===== config.mk =====
export PLATFORM = sky130hd
export DESIGN_NAME = text_cell_pixel_reducer_core_flat
export DESIGN_NICKNAME = d
export VERILOG_FILES = /design/src/hw/rtl/tcpr_pkg.sv /design/src/hw/rtl/tcpr_if.sv /design/src/hw/rtl/text_cell_pixel_reducer_core.sv /design/src/hw/rtl/tcpr_front.sv /design/src/hw/rtl/tcpr_queue.sv /design/src/hw/rtl/tcpr_back.sv /design/src/flat_wrapper.sv
export SDC_FILE = /design/constraint.sdc
export NUM_CORES = 1
export LEC_CHECK = 0
export BUFFER_PORTS_ARGS = -buffer_cell sky130_fd_sc_hd__buf_2
export CAP_MARGIN = 5
export CELL_PAD_IN_SITES_DETAIL_PLACEMENT = 1
export CELL_PAD_IN_SITES_GLOBAL_PLACEMENT = 1
export CORE_MARGIN = 5
export CORE_UTILIZATION = 54
export DETAILED_ROUTE_END_ITERATION = 7
export HOLD_SLACK_MARGIN = 0.03
export PLACE_DENSITY_LB_ADDON = 0.12
export SLEW_MARGIN = 20
export SYNTH_ARGS = -nofsm -noshare
export SYNTH_HDL_FRONTEND = slang
export SYNTH_HIERARCHICAL = 1
export SYNTH_SLANG_ARGS = --single-unit

===== constraint.sdc =====
create_clock -name clk -period 13.7 [get_ports clk]
set_clock_uncertainty 0.1 [all_clocks]
set_input_delay 1.37 -clock clk [delete_from_list [all_inputs] [get_ports clk]]
set_output_delay 1.37 -clock clk [all_outputs]
set_load 0.005 [all_outputs]

===== src/hw/rtl/tcpr_pkg.sv =====
// ----------------------------------------------------------------------------
// tcpr_pkg
// Shared types and constants of the text cell pixel reducer.
// ----------------------------------------------------------------------------
package tcpr_pkg;

  localparam int INTENSITY_W = 8;
  localparam int CLASS_W     = 3;
  localparam int CLASSES     = 8;
  localparam int SUM_W       = 16;
  localparam int COUNT_W     = 8;
  localparam int GRAY_W      = 7;
  localparam int PAIR_W      = 4;
  localparam int CFG_DATA_W  = 8;
  localparam int CFG_INDEX_W = 2;

  localparam logic [COUNT_W-1:0] CELL_PIXELS_MAX = 8'd255;
  localparam int                 GLYPH_LEVELS    = 128;
  localparam logic [GRAY_W-1:0]  TOP_MAX         = GRAY_W'(GLYPH_LEVELS - 1);
  localparam logic [7:0]         AVG_MAX         = 8'hFF;

  localparam logic [7:0]        MAX_INTENSITY_RST = 8'd240;
  localparam logic [GRAY_W-1:0] GRAY_TOP_RST      = 7'd35;

  localparam int JOB_DEPTH = 2;
  localparam int DIV_STEPS = SUM_W;
  localparam int STEP_W    = $clog2(DIV_STEPS);

  typedef enum logic [CFG_INDEX_W-1:0] {
    CFG_KEEP_LEVEL    = 2'd0,
    CFG_COLOR_ENABLE  = 2'd1,
    CFG_MAX_INTENSITY = 2'd2,
    CFG_GRAY_TOP      = 2'd3
  } cfg_reg_e;

  typedef struct packed {
    logic              keep_level;
    logic              color_enable;
    logic [7:0]        max_intensity;
    logic [GRAY_W-1:0] gray_top;
  } cfg_t;

  typedef struct packed {
    logic [SUM_W-1:0]   intensity_sum;
    logic [COUNT_W-1:0] pixel_count;
    logic [CLASS_W-1:0] best_class;
  } job_t;

  typedef enum logic [2:0] {
    B_IDLE,
    B_DIV_AVG,
    B_LEVEL,
    B_SCALE,
    B_DIV_IDX,
    B_HOLD
  } back_state_t;

endpackage


===== src/hw/rtl/tcpr_if.sv =====
// ----------------------------------------------------------------------------
// tcpr_if
// Valid/ready channels of the reducer: pixel in, character cell out.
// ----------------------------------------------------------------------------
interface tcpr_pixel_if;
  logic                            valid;
  logic                            ready;
  logic [tcpr_pkg::INTENSITY_W-1:0] pixel_intensity;
  logic [tcpr_pkg::CLASS_W-1:0]     pixel_class;
  logic                            pixel_valid;
  logic                            last_pixel;

  modport source (output valid, pixel_intensity, pixel_class, pixel_valid, last_pixel,
                  input ready);
  modport sink   (input valid, pixel_intensity, pixel_class, pixel_valid, last_pixel,
                  output ready);
endinterface

interface tcpr_cell_if;
  logic                        valid;
  logic                        ready;
  logic [tcpr_pkg::GRAY_W-1:0] gray_index;
  logic [tcpr_pkg::PAIR_W-1:0] ink_pair;
  logic [7:0]                  average_level;

  modport source (output valid, gray_index, ink_pair, average_level, input ready);
  modport sink   (input valid, gray_index, ink_pair, average_level, output ready);
endinterface


===== src/hw/rtl/text_cell_pixel_reducer_core.sv =====
// ----------------------------------------------------------------------------
// text_cell_pixel_reducer_core
// Reduces the pixels of a text cell to a gray glyph index and a colour pair.
// ----------------------------------------------------------------------------
//  channel | dir | kind          | payload
//  pixel   | in  | valid/ready   | pixel_intensity, pixel_class, pixel_valid, last_pixel
//  glyph   | out | valid/ready   | gray_index, ink_pair, average_level
//  cfg     | in  | write enable  | cfg_index, cfg_data (8 bits)
//
//  Pixels are taken one per cycle; ready drops only while the job queue is full.
//  Each cell passes the back end as two 16-step restoring divisions on one shared
//  divider plus the control states idle, level, scale and hold, the last loading the
//  output register; an empty cell or a level at the top skips one or both divisions.
//  Short cells fill the JOB_DEPTH queue and then stall the input.
//  Synchronous active-high reset; no clearing pass, the block is ready at once.
// ----------------------------------------------------------------------------
module text_cell_pixel_reducer_core #(
  parameter int JOB_DEPTH = tcpr_pkg::JOB_DEPTH
) (
  input  logic                             clk,
  input  logic                             rst,
  tcpr_pixel_if.sink                       pixel,
  tcpr_cell_if.source                      glyph,
  input  logic                             cfg_we,
  input  logic [tcpr_pkg::CFG_INDEX_W-1:0] cfg_index,
  input  logic [tcpr_pkg::CFG_DATA_W-1:0]  cfg_data
);

  tcpr_pkg::cfg_t cfg;
  tcpr_pkg::job_t push_data, pop_data;
  logic           push_valid, push_ready, pop_valid, pop_ready;

  always_ff @(posedge clk) begin
    if (rst) begin
      cfg.keep_level    <= 1'b0;
      cfg.color_enable  <= 1'b0;
      cfg.max_intensity <= tcpr_pkg::MAX_INTENSITY_RST;
      cfg.gray_top      <= tcpr_pkg::GRAY_TOP_RST;
    end else if (cfg_we) begin
      unique case (tcpr_pkg::cfg_reg_e'(cfg_index))
        tcpr_pkg::CFG_KEEP_LEVEL:    cfg.keep_level    <= cfg_data[0];
        tcpr_pkg::CFG_COLOR_ENABLE:  cfg.color_enable  <= cfg_data[0];
        tcpr_pkg::CFG_MAX_INTENSITY: cfg.max_intensity <= cfg_data;
        tcpr_pkg::CFG_GRAY_TOP:      cfg.gray_top      <= cfg_data[tcpr_pkg::GRAY_W-1:0];
        default: ;
      endcase
    end
  end

  tcpr_front u_front (
    .clk        (clk),
    .rst        (rst),
    .pixel      (pixel),
    .push_valid (push_valid),
    .push_ready (push_ready),
    .push_data  (push_data)
  );

  tcpr_queue #(
    .DEPTH (JOB_DEPTH)
  ) u_queue (
    .clk        (clk),
    .rst        (rst),
    .push_valid (push_valid),
    .push_ready (push_ready),
    .push_data  (push_data),
    .pop_valid  (pop_valid),
    .pop_ready  (pop_ready),
    .pop_data   (pop_data)
  );

  tcpr_back u_back (
    .clk       (clk),
    .rst       (rst),
    .cfg       (cfg),
    .job_valid (pop_valid),
    .job_ready (pop_ready),
    .job       (pop_data),
    .glyph     (glyph)
  );

endmodule


===== src/hw/rtl/tcpr_front.sv =====
// ----------------------------------------------------------------------------
// tcpr_front
// Per-pixel accumulator: intensity sum, pixel count, class histogram and the
// running majority class. Emits one job per cell on its last pixel.
// ----------------------------------------------------------------------------
module tcpr_front (
  input  logic                 clk,
  input  logic                 rst,
  tcpr_pixel_if.sink           pixel,
  output logic                 push_valid,
  input  logic                 push_ready,
  output tcpr_pkg::job_t       push_data
);

  logic [tcpr_pkg::SUM_W-1:0]   intensity_sum, sum_upd;
  logic [tcpr_pkg::COUNT_W-1:0] pixel_count, count_upd;
  logic [tcpr_pkg::COUNT_W-1:0] class_counts [tcpr_pkg::CLASSES];
  logic [tcpr_pkg::CLASS_W-1:0] best_class, best_class_upd;
  logic [tcpr_pkg::COUNT_W-1:0] best_count, best_count_upd;
  logic [tcpr_pkg::COUNT_W-1:0] cls_inc;
  logic                         take, add, lead;

  assign pixel.ready = push_ready;
  assign take        = pixel.valid && pixel.ready;
  assign add         = pixel.pixel_valid && (pixel_count < tcpr_pkg::CELL_PIXELS_MAX);
  assign cls_inc     = class_counts[pixel.pixel_class] + 8'd1;
  assign lead        = add && (cls_inc > best_count);

  assign sum_upd        = add ? intensity_sum + tcpr_pkg::SUM_W'(pixel.pixel_intensity)
                              : intensity_sum;
  assign count_upd      = add ? pixel_count + 8'd1 : pixel_count;
  assign best_count_upd = lead ? cls_inc : best_count;
  assign best_class_upd = lead ? pixel.pixel_class : best_class;

  assign push_valid = pixel.valid && pixel.last_pixel;
  assign push_data  = '{intensity_sum: sum_upd, pixel_count: count_upd,
                        best_class: best_class_upd};

  always_ff @(posedge clk) begin
    if (rst) begin
      intensity_sum <= '0;
      pixel_count   <= '0;
      best_class    <= '0;
      best_count    <= '0;
      for (int i = 0; i < tcpr_pkg::CLASSES; i++) class_counts[i] <= '0;
    end else if (take) begin
      if (pixel.last_pixel) begin
        intensity_sum <= '0;
        pixel_count   <= '0;
        best_class    <= '0;
        best_count    <= '0;
        for (int i = 0; i < tcpr_pkg::CLASSES; i++) class_counts[i] <= '0;
      end else begin
        intensity_sum <= sum_upd;
        pixel_count   <= count_upd;
        best_class    <= best_class_upd;
        best_count    <= best_count_upd;
        if (add) class_counts[pixel.pixel_class] <= cls_inc;
      end
    end
  end

  a_count_cap: assert property (@(posedge clk) disable iff (rst)
    pixel_count <= tcpr_pkg::CELL_PIXELS_MAX)
    else $error("pixel count beyond cell limit");

  a_best_le_count: assert property (@(posedge clk) disable iff (rst)
    best_count <= pixel_count)
    else $error("majority count exceeds pixel count");

  a_clear_after_last: assert property (@(posedge clk) disable iff (rst)
    take && pixel.last_pixel |=> pixel_count == '0 && best_count == '0)
    else $error("cell state not cleared after last pixel");

endmodule


===== src/hw/rtl/tcpr_queue.sv =====
// ----------------------------------------------------------------------------
// tcpr_queue
// Small job FIFO between the accumulator and the divider back end.
// ----------------------------------------------------------------------------
module tcpr_queue #(
  parameter int DEPTH = tcpr_pkg::JOB_DEPTH  // 2 or more
) (
  input  logic           clk,
  input  logic           rst,
  input  logic           push_valid,
  output logic           push_ready,
  input  tcpr_pkg::job_t push_data,
  output logic           pop_valid,
  input  logic           pop_ready,
  output tcpr_pkg::job_t pop_data
);

  localparam int AW = $clog2(DEPTH);
  localparam int CW = $clog2(DEPTH + 1);

  tcpr_pkg::job_t mem [DEPTH];
  logic [AW-1:0]  wr_ptr, rd_ptr;
  logic [CW-1:0]  fill;
  logic           push, pop;

  assign push_ready = fill != CW'(DEPTH);
  assign pop_valid  = fill != '0;
  assign push       = push_valid && push_ready;
  assign pop        = pop_valid && pop_ready;
  assign pop_data   = mem[rd_ptr];

  always_ff @(posedge clk) begin
    if (push) mem[wr_ptr] <= push_data;
  end

  always_ff @(posedge clk) begin
    if (rst) begin
      wr_ptr <= '0;
      rd_ptr <= '0;
      fill   <= '0;
    end else begin
      if (push) wr_ptr <= (wr_ptr == AW'(DEPTH - 1)) ? '0 : wr_ptr + AW'(1);
      if (pop)  rd_ptr <= (rd_ptr == AW'(DEPTH - 1)) ? '0 : rd_ptr + AW'(1);
      if (push && !pop)      fill <= fill + CW'(1);
      else if (pop && !push) fill <= fill - CW'(1);
    end
  end

  a_fill_bound: assert property (@(posedge clk) disable iff (rst)
    fill <= CW'(DEPTH))
    else $error("queue overfilled");

  a_ptr_gap: assert property (@(posedge clk) disable iff (rst)
    (fill == '0 || fill == CW'(DEPTH)) |-> wr_ptr == rd_ptr)
    else $error("queue pointers disagree with fill level");

  a_fill_step: assert property (@(posedge clk) disable iff (rst)
    push && !pop |=> fill == $past(fill) + CW'(1))
    else $error("queue fill did not advance on push");

endmodule


===== src/hw/rtl/tcpr_back.sv =====
// ----------------------------------------------------------------------------
// tcpr_back
// Cell finisher: average by restoring division, optional inversion, scaling to
// a gray glyph index through the same divider, then an output register.
// ----------------------------------------------------------------------------
module tcpr_back (
  input  logic           clk,
  input  logic           rst,
  input  tcpr_pkg::cfg_t cfg,
  input  logic           job_valid,
  output logic           job_ready,
  input  tcpr_pkg::job_t job,
  tcpr_cell_if.source    glyph
);

  tcpr_pkg::back_state_t state, state_next;

  logic [tcpr_pkg::SUM_W-1:0]   dvd;
  logic [7:0]                   dvs;
  logic [7:0]                   rem, rem_next;
  logic [tcpr_pkg::STEP_W-1:0]  step;
  logic [tcpr_pkg::CLASS_W-1:0] cls;
  logic [7:0]                   level, level_next, avg;
  logic [tcpr_pkg::GRAY_W-1:0]  top;
  logic [14:0]                  prod;
  logic [8:0]                   rem_sh;
  logic                         ge, last_step, load, out_valid;

  assign rem_sh    = {rem, dvd[tcpr_pkg::SUM_W-1]};
  assign ge        = rem_sh >= {1'b0, dvs};
  assign rem_next  = ge ? 8'(rem_sh - {1'b0, dvs}) : rem_sh[7:0];
  assign last_step = step == tcpr_pkg::STEP_W'(tcpr_pkg::DIV_STEPS - 1);

  assign avg        = (dvd[tcpr_pkg::SUM_W-1:8] != '0) ? tcpr_pkg::AVG_MAX : dvd[7:0];
  assign level_next = cfg.keep_level ? avg
                    : (cfg.max_intensity > avg) ? cfg.max_intensity - avg : 8'd0;
  assign top        = (cfg.gray_top > tcpr_pkg::TOP_MAX) ? tcpr_pkg::TOP_MAX : cfg.gray_top;
  assign prod       = 15'(level) * 15'(top);

  assign load        = (state == tcpr_pkg::B_HOLD) && (!out_valid || glyph.ready);
  assign glyph.valid = out_valid;

  always_ff @(posedge clk) begin
    if (rst) begin
      state     <= tcpr_pkg::B_IDLE;
      out_valid <= 1'b0;
    end else begin
      state <= state_next;
      if (load)             out_valid <= 1'b1;
      else if (glyph.ready) out_valid <= 1'b0;
    end
  end

  always_comb begin
    state_next = state;
    job_ready  = 1'b0;
    unique case (state)
      tcpr_pkg::B_IDLE: begin
        job_ready = 1'b1;
        if (job_valid) begin
          state_next = (job.pixel_count == '0) ? tcpr_pkg::B_LEVEL : tcpr_pkg::B_DIV_AVG;
        end
      end
      tcpr_pkg::B_DIV_AVG: if (last_step) state_next = tcpr_pkg::B_LEVEL;
      tcpr_pkg::B_LEVEL:   state_next = tcpr_pkg::B_SCALE;
      tcpr_pkg::B_SCALE: begin
        state_next = (level >= cfg.max_intensity) ? tcpr_pkg::B_HOLD : tcpr_pkg::B_DIV_IDX;
      end
      tcpr_pkg::B_DIV_IDX: if (last_step) state_next = tcpr_pkg::B_HOLD;
      tcpr_pkg::B_HOLD:    if (load) state_next = tcpr_pkg::B_IDLE;
      default:             state_next = tcpr_pkg::B_IDLE;
    endcase
  end

  always_ff @(posedge clk) begin
    unique case (state)
      tcpr_pkg::B_IDLE: begin
        if (job_valid) begin
          dvd  <= (job.pixel_count == '0) ? '0 : job.intensity_sum;
          dvs  <= job.pixel_count;
          rem  <= '0;
          step <= '0;
          cls  <= job.best_class;
        end
      end
      tcpr_pkg::B_DIV_AVG, tcpr_pkg::B_DIV_IDX: begin
        rem  <= rem_next;
        dvd  <= {dvd[tcpr_pkg::SUM_W-2:0], ge};
        step <= step + tcpr_pkg::STEP_W'(1);
      end
      tcpr_pkg::B_LEVEL: level <= level_next;
      tcpr_pkg::B_SCALE: begin
        if (level >= cfg.max_intensity) begin
          dvd <= tcpr_pkg::SUM_W'(top);
        end else begin
          dvd  <= tcpr_pkg::SUM_W'(prod);
          dvs  <= cfg.max_intensity;
          rem  <= '0;
          step <= '0;
        end
      end
      tcpr_pkg::B_HOLD: begin
        if (load) begin
          glyph.gray_index    <= dvd[tcpr_pkg::GRAY_W-1:0];
          glyph.ink_pair      <= cfg.color_enable ? tcpr_pkg::PAIR_W'(cls) + 4'd1 : 4'd0;
          glyph.average_level <= level;
        end
      end
      default: ;
    endcase
  end

  a_div_nonzero: assert property (@(posedge clk) disable iff (rst)
    (state == tcpr_pkg::B_DIV_AVG || state == tcpr_pkg::B_DIV_IDX) |-> dvs != '0)
    else $error("division by zero in back end");

  a_index_fits: assert property (@(posedge clk) disable iff (rst)
    state == tcpr_pkg::B_HOLD |-> dvd[tcpr_pkg::SUM_W-1:tcpr_pkg::GRAY_W] == '0)
    else $error("glyph index overflow");

  a_index_le_top: assert property (@(posedge clk) disable iff (rst)
    state == tcpr_pkg::B_HOLD |-> dvd[tcpr_pkg::GRAY_W-1:0] <= top)
    else $error("glyph index above top index");

  a_load_idle: assert property (@(posedge clk) disable iff (rst)
    load |=> state == tcpr_pkg::B_IDLE && out_valid)
    else $error("result load did not release the back end");

endmodule


===== src/flat_wrapper.sv =====
// flat-port wrapper written by rule: the top's interface ports become plain ports
module text_cell_pixel_reducer_core_flat 
#(
  parameter int JOB_DEPTH = tcpr_pkg::JOB_DEPTH
)
  (clk, rst, cfg_we, cfg_index, cfg_data, pixel_valid, pixel_pixel_intensity, pixel_pixel_class, pixel_pixel_valid, pixel_last_pixel, pixel_ready, glyph_valid, glyph_gray_index, glyph_ink_pair, glyph_average_level, glyph_ready);
  tcpr_pixel_if pixel_i ();
  tcpr_cell_if glyph_i ();
  input  logic clk;
  input  logic rst;
  input  logic cfg_we;
  input  logic [tcpr_pkg::CFG_INDEX_W-1:0] cfg_index;
  input  logic [tcpr_pkg::CFG_DATA_W-1:0] cfg_data;
  input wire logic [$bits(pixel_i.valid)-1:0] pixel_valid;
  input wire logic [$bits(pixel_i.pixel_intensity)-1:0] pixel_pixel_intensity;
  input wire logic [$bits(pixel_i.pixel_class)-1:0] pixel_pixel_class;
  input wire logic [$bits(pixel_i.pixel_valid)-1:0] pixel_pixel_valid;
  input wire logic [$bits(pixel_i.last_pixel)-1:0] pixel_last_pixel;
  output wire logic [$bits(pixel_i.ready)-1:0] pixel_ready;
  output wire logic [$bits(glyph_i.valid)-1:0] glyph_valid;
  output wire logic [$bits(glyph_i.gray_index)-1:0] glyph_gray_index;
  output wire logic [$bits(glyph_i.ink_pair)-1:0] glyph_ink_pair;
  output wire logic [$bits(glyph_i.average_level)-1:0] glyph_average_level;
  input wire logic [$bits(glyph_i.ready)-1:0] glyph_ready;
  assign pixel_i.valid = pixel_valid;
  assign pixel_i.pixel_intensity = pixel_pixel_intensity;
  assign pixel_i.pixel_class = pixel_pixel_class;
  assign pixel_i.pixel_valid = pixel_pixel_valid;
  assign pixel_i.last_pixel = pixel_last_pixel;
  assign pixel_ready = pixel_i.ready;
  assign glyph_valid = glyph_i.valid;
  assign glyph_gray_index = glyph_i.gray_index;
  assign glyph_ink_pair = glyph_i.ink_pair;
  assign glyph_average_level = glyph_i.average_level;
  assign glyph_i.ready = glyph_ready;
  text_cell_pixel_reducer_core #(.JOB_DEPTH(JOB_DEPTH)) u_core (.clk(clk), .rst(rst), .pixel(pixel_i), .glyph(glyph_i), .cfg_we(cfg_we), .cfg_index(cfg_index), .cfg_data(cfg_data));
endmodule

Word level (Yosys, flattened, before mapping) --
Memory sizes are Yosys's and may differ from the RTL's. A register that Yosys moved wholly into a read port is not among the register bits. Cells that the tools add are included.
Word-level totals: register bits after elaboration 126, memory bits (writable) 118, input bits 28, output and inout port bits 21, logic and storage cells 167, memories 2
Operators by class: add/subtract/negate cells 11, $mul 1, order comparisons 6, equal/unequal tests 15, muxes and demuxes 66, bitwise operators 8, reductions and logical operators 36
Memory list:
- u_core.u_front.class_counts | depth 8, bits a word 8, rd ports 1, clocked after Yosys merged registers in 0, write ports 8, RTL line tcpr_front.sv:17 | logic [tcpr_pkg::COUNT_W-1:0] class_counts [tcpr_pkg::CLASSES];
- u_core.u_queue.mem | depth 2, bits a word 27, rd ports 1, clocked after Yosys merged registers in 1, write ports 1, RTL line tcpr_queue.sv:21 | tcpr_pkg::job_t mem [DEPTH];
Operators by type and width (count):
- $mux 8 | 21
- $mux 16 | 4
- $pmux 16 s3 | 1
- $pmux 8 s3 | 1
- $mux 1 | 22
- $mux 3 | 7
- $pmux 3 s6 | 1
- $add 16x8->16 | 1
- $add 8x1->8 const B | 2
- $gt 8x8->1 | 2
- $pmux 8 s2 | 1
- $reduce_and 2->1 | 8
- $sub 8x8->8 | 2
- $mul 8x7->15 | 1
- $mux 15 | 1
- $pmux 4 s3 | 1
- $ne 2x2->1 const B | 5
- $reduce_bool 2->1 | 5
- $ge 9x8->1 | 1
- $logic_and 1x1->1 | 9
- $ge 8x8->1 | 1
- $logic_not 8->1 | 1
- $lt 8x8->1 const B | 1
- $mux 4 | 2
- 26 further kinds | 42

Logic depth before layout (Yosys ltp) --
depth in word-level cells 9, depth in mapped cells 16, gate-level depth less buffers 16

By module --
Netlist, hierarchy kept.
Modules (own cells, without submodules):
- tcpr_back | instances 1, cells an instance 557, area each 5726.7 sq um, seq. area each 2062.0 sq um
- tcpr_front | instances 1, cells an instance 523, area each 5425.2 sq um, seq. area each 2622.5 sq um
- tcpr_queue | instances 1, cells an instance 108, area each 2168.3 sq um, seq. area each 1721.7 sq um
- text_cell_pixel_reducer_core | instances 1, cells an instance 72, area each 726.9 sq um, seq. area each 340.3 sq um

Worst setup path after synthesis --
OpenSTA, ideal clock, no wires.
kind input to register, start point input port pixel_pixel_class[0], end point register u_core/u_front/best_count[3] (netlist bit), library setup time 59 ps, data arrival time 4963 ps, setup slack 8578 ps, stages 14, path buffers 2, path through buf_6 mux4_1 mux2_2 ha_1 xor2_1 inv_2 ha_1 a21o_1 a221o_1 a221o_1 nand2_1 a31o_2 clkbuf_1 a2bb2o_1
On the way: word-level cells in the longest chain between the ends 6, elaborated cells on any way between the ends 8
RTL lines:
- start, declared | RTL line flat_wrapper.sv:16 | input wire logic [$bits(pixel_i.pixel_class)-1:0] pixel_pixel_class;
- $mem_v2 8x8 *
- $add 8x1->8 * | RTL line tcpr_front.sv:26 | assign cls_inc = class_counts[pixel.pixel_class] + 8'd1;
- $gt 8x8->1 | RTL line tcpr_front.sv:27 | assign lead = add && (cls_inc > best_count);
- $logic_and 1x1->1 | RTL line tcpr_front.sv:27
- $reduce_bool 2->1 (no line)
- $reduce_and 2->1 (no line)
- end signal, assigned | RTL line tcpr_front.sv:57 | best_count <= best_count_upd;
- end, declared | RTL line tcpr_front.sv:19 | logic [tcpr_pkg::COUNT_W-1:0] best_count, best_count_upd;
Every way passes the cells marked *; elsewhere a longest branch is shown, timed or not. The select of a mux whose other input is x is not followed. A chain may end at the register's enable or synchronous reset.

==> impl_metrics.py <==
metrics = {
    "clock_tree": {
        "clk_path_buf_depth": 3,
        "post_cts_buffers": 0,
        "cts_tree": "done",
        "h-tree-depth": 1,
        "cts_hold_buffers": 0,
        "clock_latency_ns": 0.55,
        "post_cts_resized": 0,
        "clock-root-buffer": "clkbuf_16",
        "cts_sinks": 245,
        "cts_made_buffers": 27,
        "clkTransAtPathRegs_ns": 0.06,
    },
    "global_route": {
        "grt_usage_pct": 25.0,
        "grt_pass1_wl_mm": 57.7,
        "grt_use_met1_pct": 31.2,
        "antenna_found_initial": 0,
        "grt_pass1_vias": 10600,
        "grt_max_degree": 62,
        "grt_overflow": 0,
        "gr-usage-met3_pct": 2.78,
        "grt_use_met2_pct": 46.1,
        "grt-busiest-layer": "met2",
    },
    "timing": {
        "rsz0062_at_grt": "false",
        "min_period_ns": 5.45,
        "finalMaxSlewViolations": 0,
        "setup-tns-final_ns": 0,
        "worst_hold_slack_ns": 0.369,
        "hold_violations": 0,
        "tightest_slew_ns": 1.07,
        "setup_viol_count_final": 0,
        "finalCritPeriodShare_pct": 39.8,
        "slew_headroom_pct": 28.7,
        "fmax_mhz": 184,
    },
    "synth": {
        "synthFlopType": "edfxtp_1",
        "synthDistinctLibCells": 77,
        "syn_avg_cell_area_um2": 11.1,
        "ys_top_cells_by_count": "edfxtp_1, nor2_1, nand2_1, ha_1, inv_1",
        "netlist_area_mm2": 0.0140,
        "ys_ff_latch": 245,
        "syn_nets": 1398,
        "synthArstFlopShare_pct": 0,
        "ys_seq_area_share_pct": 48.0,
        "synthTopCellsByArea": "edfxtp_1, dfxtp_1, ha_1, fa_1, nor2_1",
        "synth_top_area_share_pct": 39.3,
        "synth-edff-count": 184,
        "postSynthCellCount": 1260,
        "yosysMostFrequentCell": "edfxtp_1",
        "synth_top_area_cell": "edfxtp_1",
        "ys_warn_count": 6,
    },
    "die": {
        "placementRows": 59,
        "die_w_um": 171,
        "fp.dieArea_mm2": 0.0293,
        "coreArea_mm2": 0.0258,
        "die_h_um": 171,
        "start_util_pct": 54.4,
        "io_pins": 49,
    },
    "worst_setup_path": {
        "path_cells": "buf_2, mux4_1, mux2_2, ha_1, xor2_1, inv_2, ha_1, a21o_1, a221o_1, a221o_1, nand2_1, mux2_2",
        "worst_path_max_delay_cell": "mux4_1",
        "cp-end-kind": "flip-flop",
        "cp.required_ns": 13.89,
        "cp_top_family": "multiplexers",
        "worst-path-stages": 12,
        "critPathArrivalTime_ns": 5.63,
        "path_max_fanout": 28,
        "cp-start-kind": "input pin",
        "cpPeakStageDelay_ns": 0.67,
        "crit_buf_inv": 2,
        "r2r_cells": 16,
        "critPathKind": "input pin to flip-flop",
    },
    "pwr": {
        "power.share.combinational_pct": 31.7,
        "p_per_area_mw_per_mm2": 168,
        "p_leak_uw": 0.00622,
        "swShare_pct": 33.8,
        "clkPwrFrac_pct": 28.5,
        "p_sw_uw": 872,
        "power_frac_seq_pct": 39.8,
        "power_uw": 2580,
        "p_int_uw": 1710,
        "vdd_drop_max_uv": 117,
    },
    "placed_design": {
        "port_buffers": 48,
        "postPlaceCellArea_mm2": 0.0145,
        "dp_hpwl_mm": 25.9,
        "finalWeightedCongestion": 0.830,
    },
    "min_path": {
        "hold_path_depth": 1,
        "min_path_type": "flip-flop to flip-flop",
    },
    "cells_and_area": {
        "num_antenna_cells": 0,
        "final_core_util_pct": 59.5,
        "design_area_mm2": 0.0154,
        "drive_gt1_share_pct": 12.0,
        "finalNetCount": 1439,
        "syn_to_final_growth_pct": 9.43,
    },
    "route": {
        "dr_total_vias": 9892,
        "drt-initial-drc-count": 482,
        "drt-pass1-iter-count": 7,
        "final_antenna_net_count": 0,
        "wl_per_cell_um": 21.9,
        "via_per_inst": 5.97,
        "drc_errors": 0,
        "drt-total-wl_mm": 36.3,
    },
    "status": {
        "status": "finished clean",
    },
    "job": {
        "maxCapViolCount": 0,
    },
}
## power by group through the flow
stage	clock network (uW)	registers, uW	logic, uW
2_1_floorplan	0	1000	619
3_3_place_gp	0	1030	774
3_5_place_dp	0	1040	810
4_1_cts	751	1030	820
5_1_grt	783	1040	904
6_report	736	1030	817
## stage by stage
stage / instances / setup WS (ns)
floorplan: 1260 / 8.58
global route: 1657 / 8.03
global placement: 1607 / 7.90
CTS: 1657 / 8.28
finish: 1657 / 8.25
detailed placement: 1607 / 7.77
## worst paths after layout
check | startpoint | endpoint | slack, ns
worst max-delay path | pixel_pixel_class[0] | u_core/u_queue/mem[0][2] | 8.25
worst min-delay path | u_core/u_front/best_count[7] | u_core/u_front/best_count[7] | 0.37
worst min register to register | u_core/u_front/best_count[7] | u_core/u_front/best_count[7] | 0.37
worst max register to register | u_core/u_back/level[3] | u_core/u_back/dvd[14] | 8.67
## flip-flops by register name (all words and copies together), names as in the netlist, 7 cells and up, named ones only
register and flops:
u_core/u_front/class_counts 64, u_core/u_queue/mem 54, u_core/cfg 17, u_core/u_back/dvd 16, u_core/u_front/intensity_sum 16, u_core/u_back/dvs 8, u_core/u_back/glyph.average_level 8, u_core/u_back/level 8
u_core/u_back/rem 8, u_core/u_front/best_count 8, u_core/u_front/pixel_count 8, u_core/u_back/glyph.gray_index 7
## cells by family after synthesis
| group | count (synthesis) | synth area share [%] |
|---|---|---|
| AO/OA/AOI/OAI | 242 | 11.7 |
| multiplexers | 77 | 6.88 |
| adder cells (fa/ha/maj) | 110 | 11.5 |
| flip-flops | 245 | 48.0 |
| buffers and inverters | 120 | 4.14 |
| AND/OR/NAND/NOR | 420 | 14.7 |
| XOR/XNOR | 46 | 3.08 |
## cell usage in the layout (no fill, tap or decap), types with 5 or more instances in the layout
| cell | n |
|---|---|
| clkinv_1 | 5 |
| and3_1 | 12 |
| xor2_1 | 21 |
| fa_1 | 32 |
| inv_1 | 76 |
| nand2b_1 | 25 |
| clkbuf_16 | 27 |
| nand4_1 | 7 |
| a211oi_1 | 6 |
| nor2_1 | 130 |
| nor4_1 | 7 |
| a21oi_1 | 33 |
| a2bb2o_1 | 5 |
| buf_4 | 7 |
| a22o_1 | 6 |
| nor2b_1 | 10 |
| a21o_1 | 13 |
| buf_2 | 48 |
| edfxtp_1 | 184 |
| ha_1 | 78 |
| o31a_1 | 5 |
| mux4_2 | 7 |
| o21ai_0 | 72 |
| or3_1 | 10 |
| nor3b_1 | 5 |
| dfxtp_1 | 61 |
| nand2_1 | 86 |
| nand3_1 | 32 |
| o21a_1 | 16 |
| xnor2_1 | 21 |
| mux2i_1 | 32 |
| clkbuf_1 | 8 |
| a22oi_1 | 23 |
| nand3b_1 | 7 |
| nor3_1 | 19 |
| a31oi_1 | 11 |
| mux2_2 | 34 |
| and2_1 | 54 |
## metal layers
metal	vias to the layer above	routed length, um
li1	4653	-
met1	4980	15000
met2	191	19000
met3	68	1280
met4	0	1020
met5	-	0
## area by class of cell
type	count	area, um2
Clock buffer	38	747
Clock inverter	12	148
Fill cell	2731	10500
Inverter	77	289
Multi-Input combinational cell	895	6730
Sequential cell	245	6750
Tap cell	335	419
Timing Repair Buffer	55	293
(Power assumes the default switching activity.)
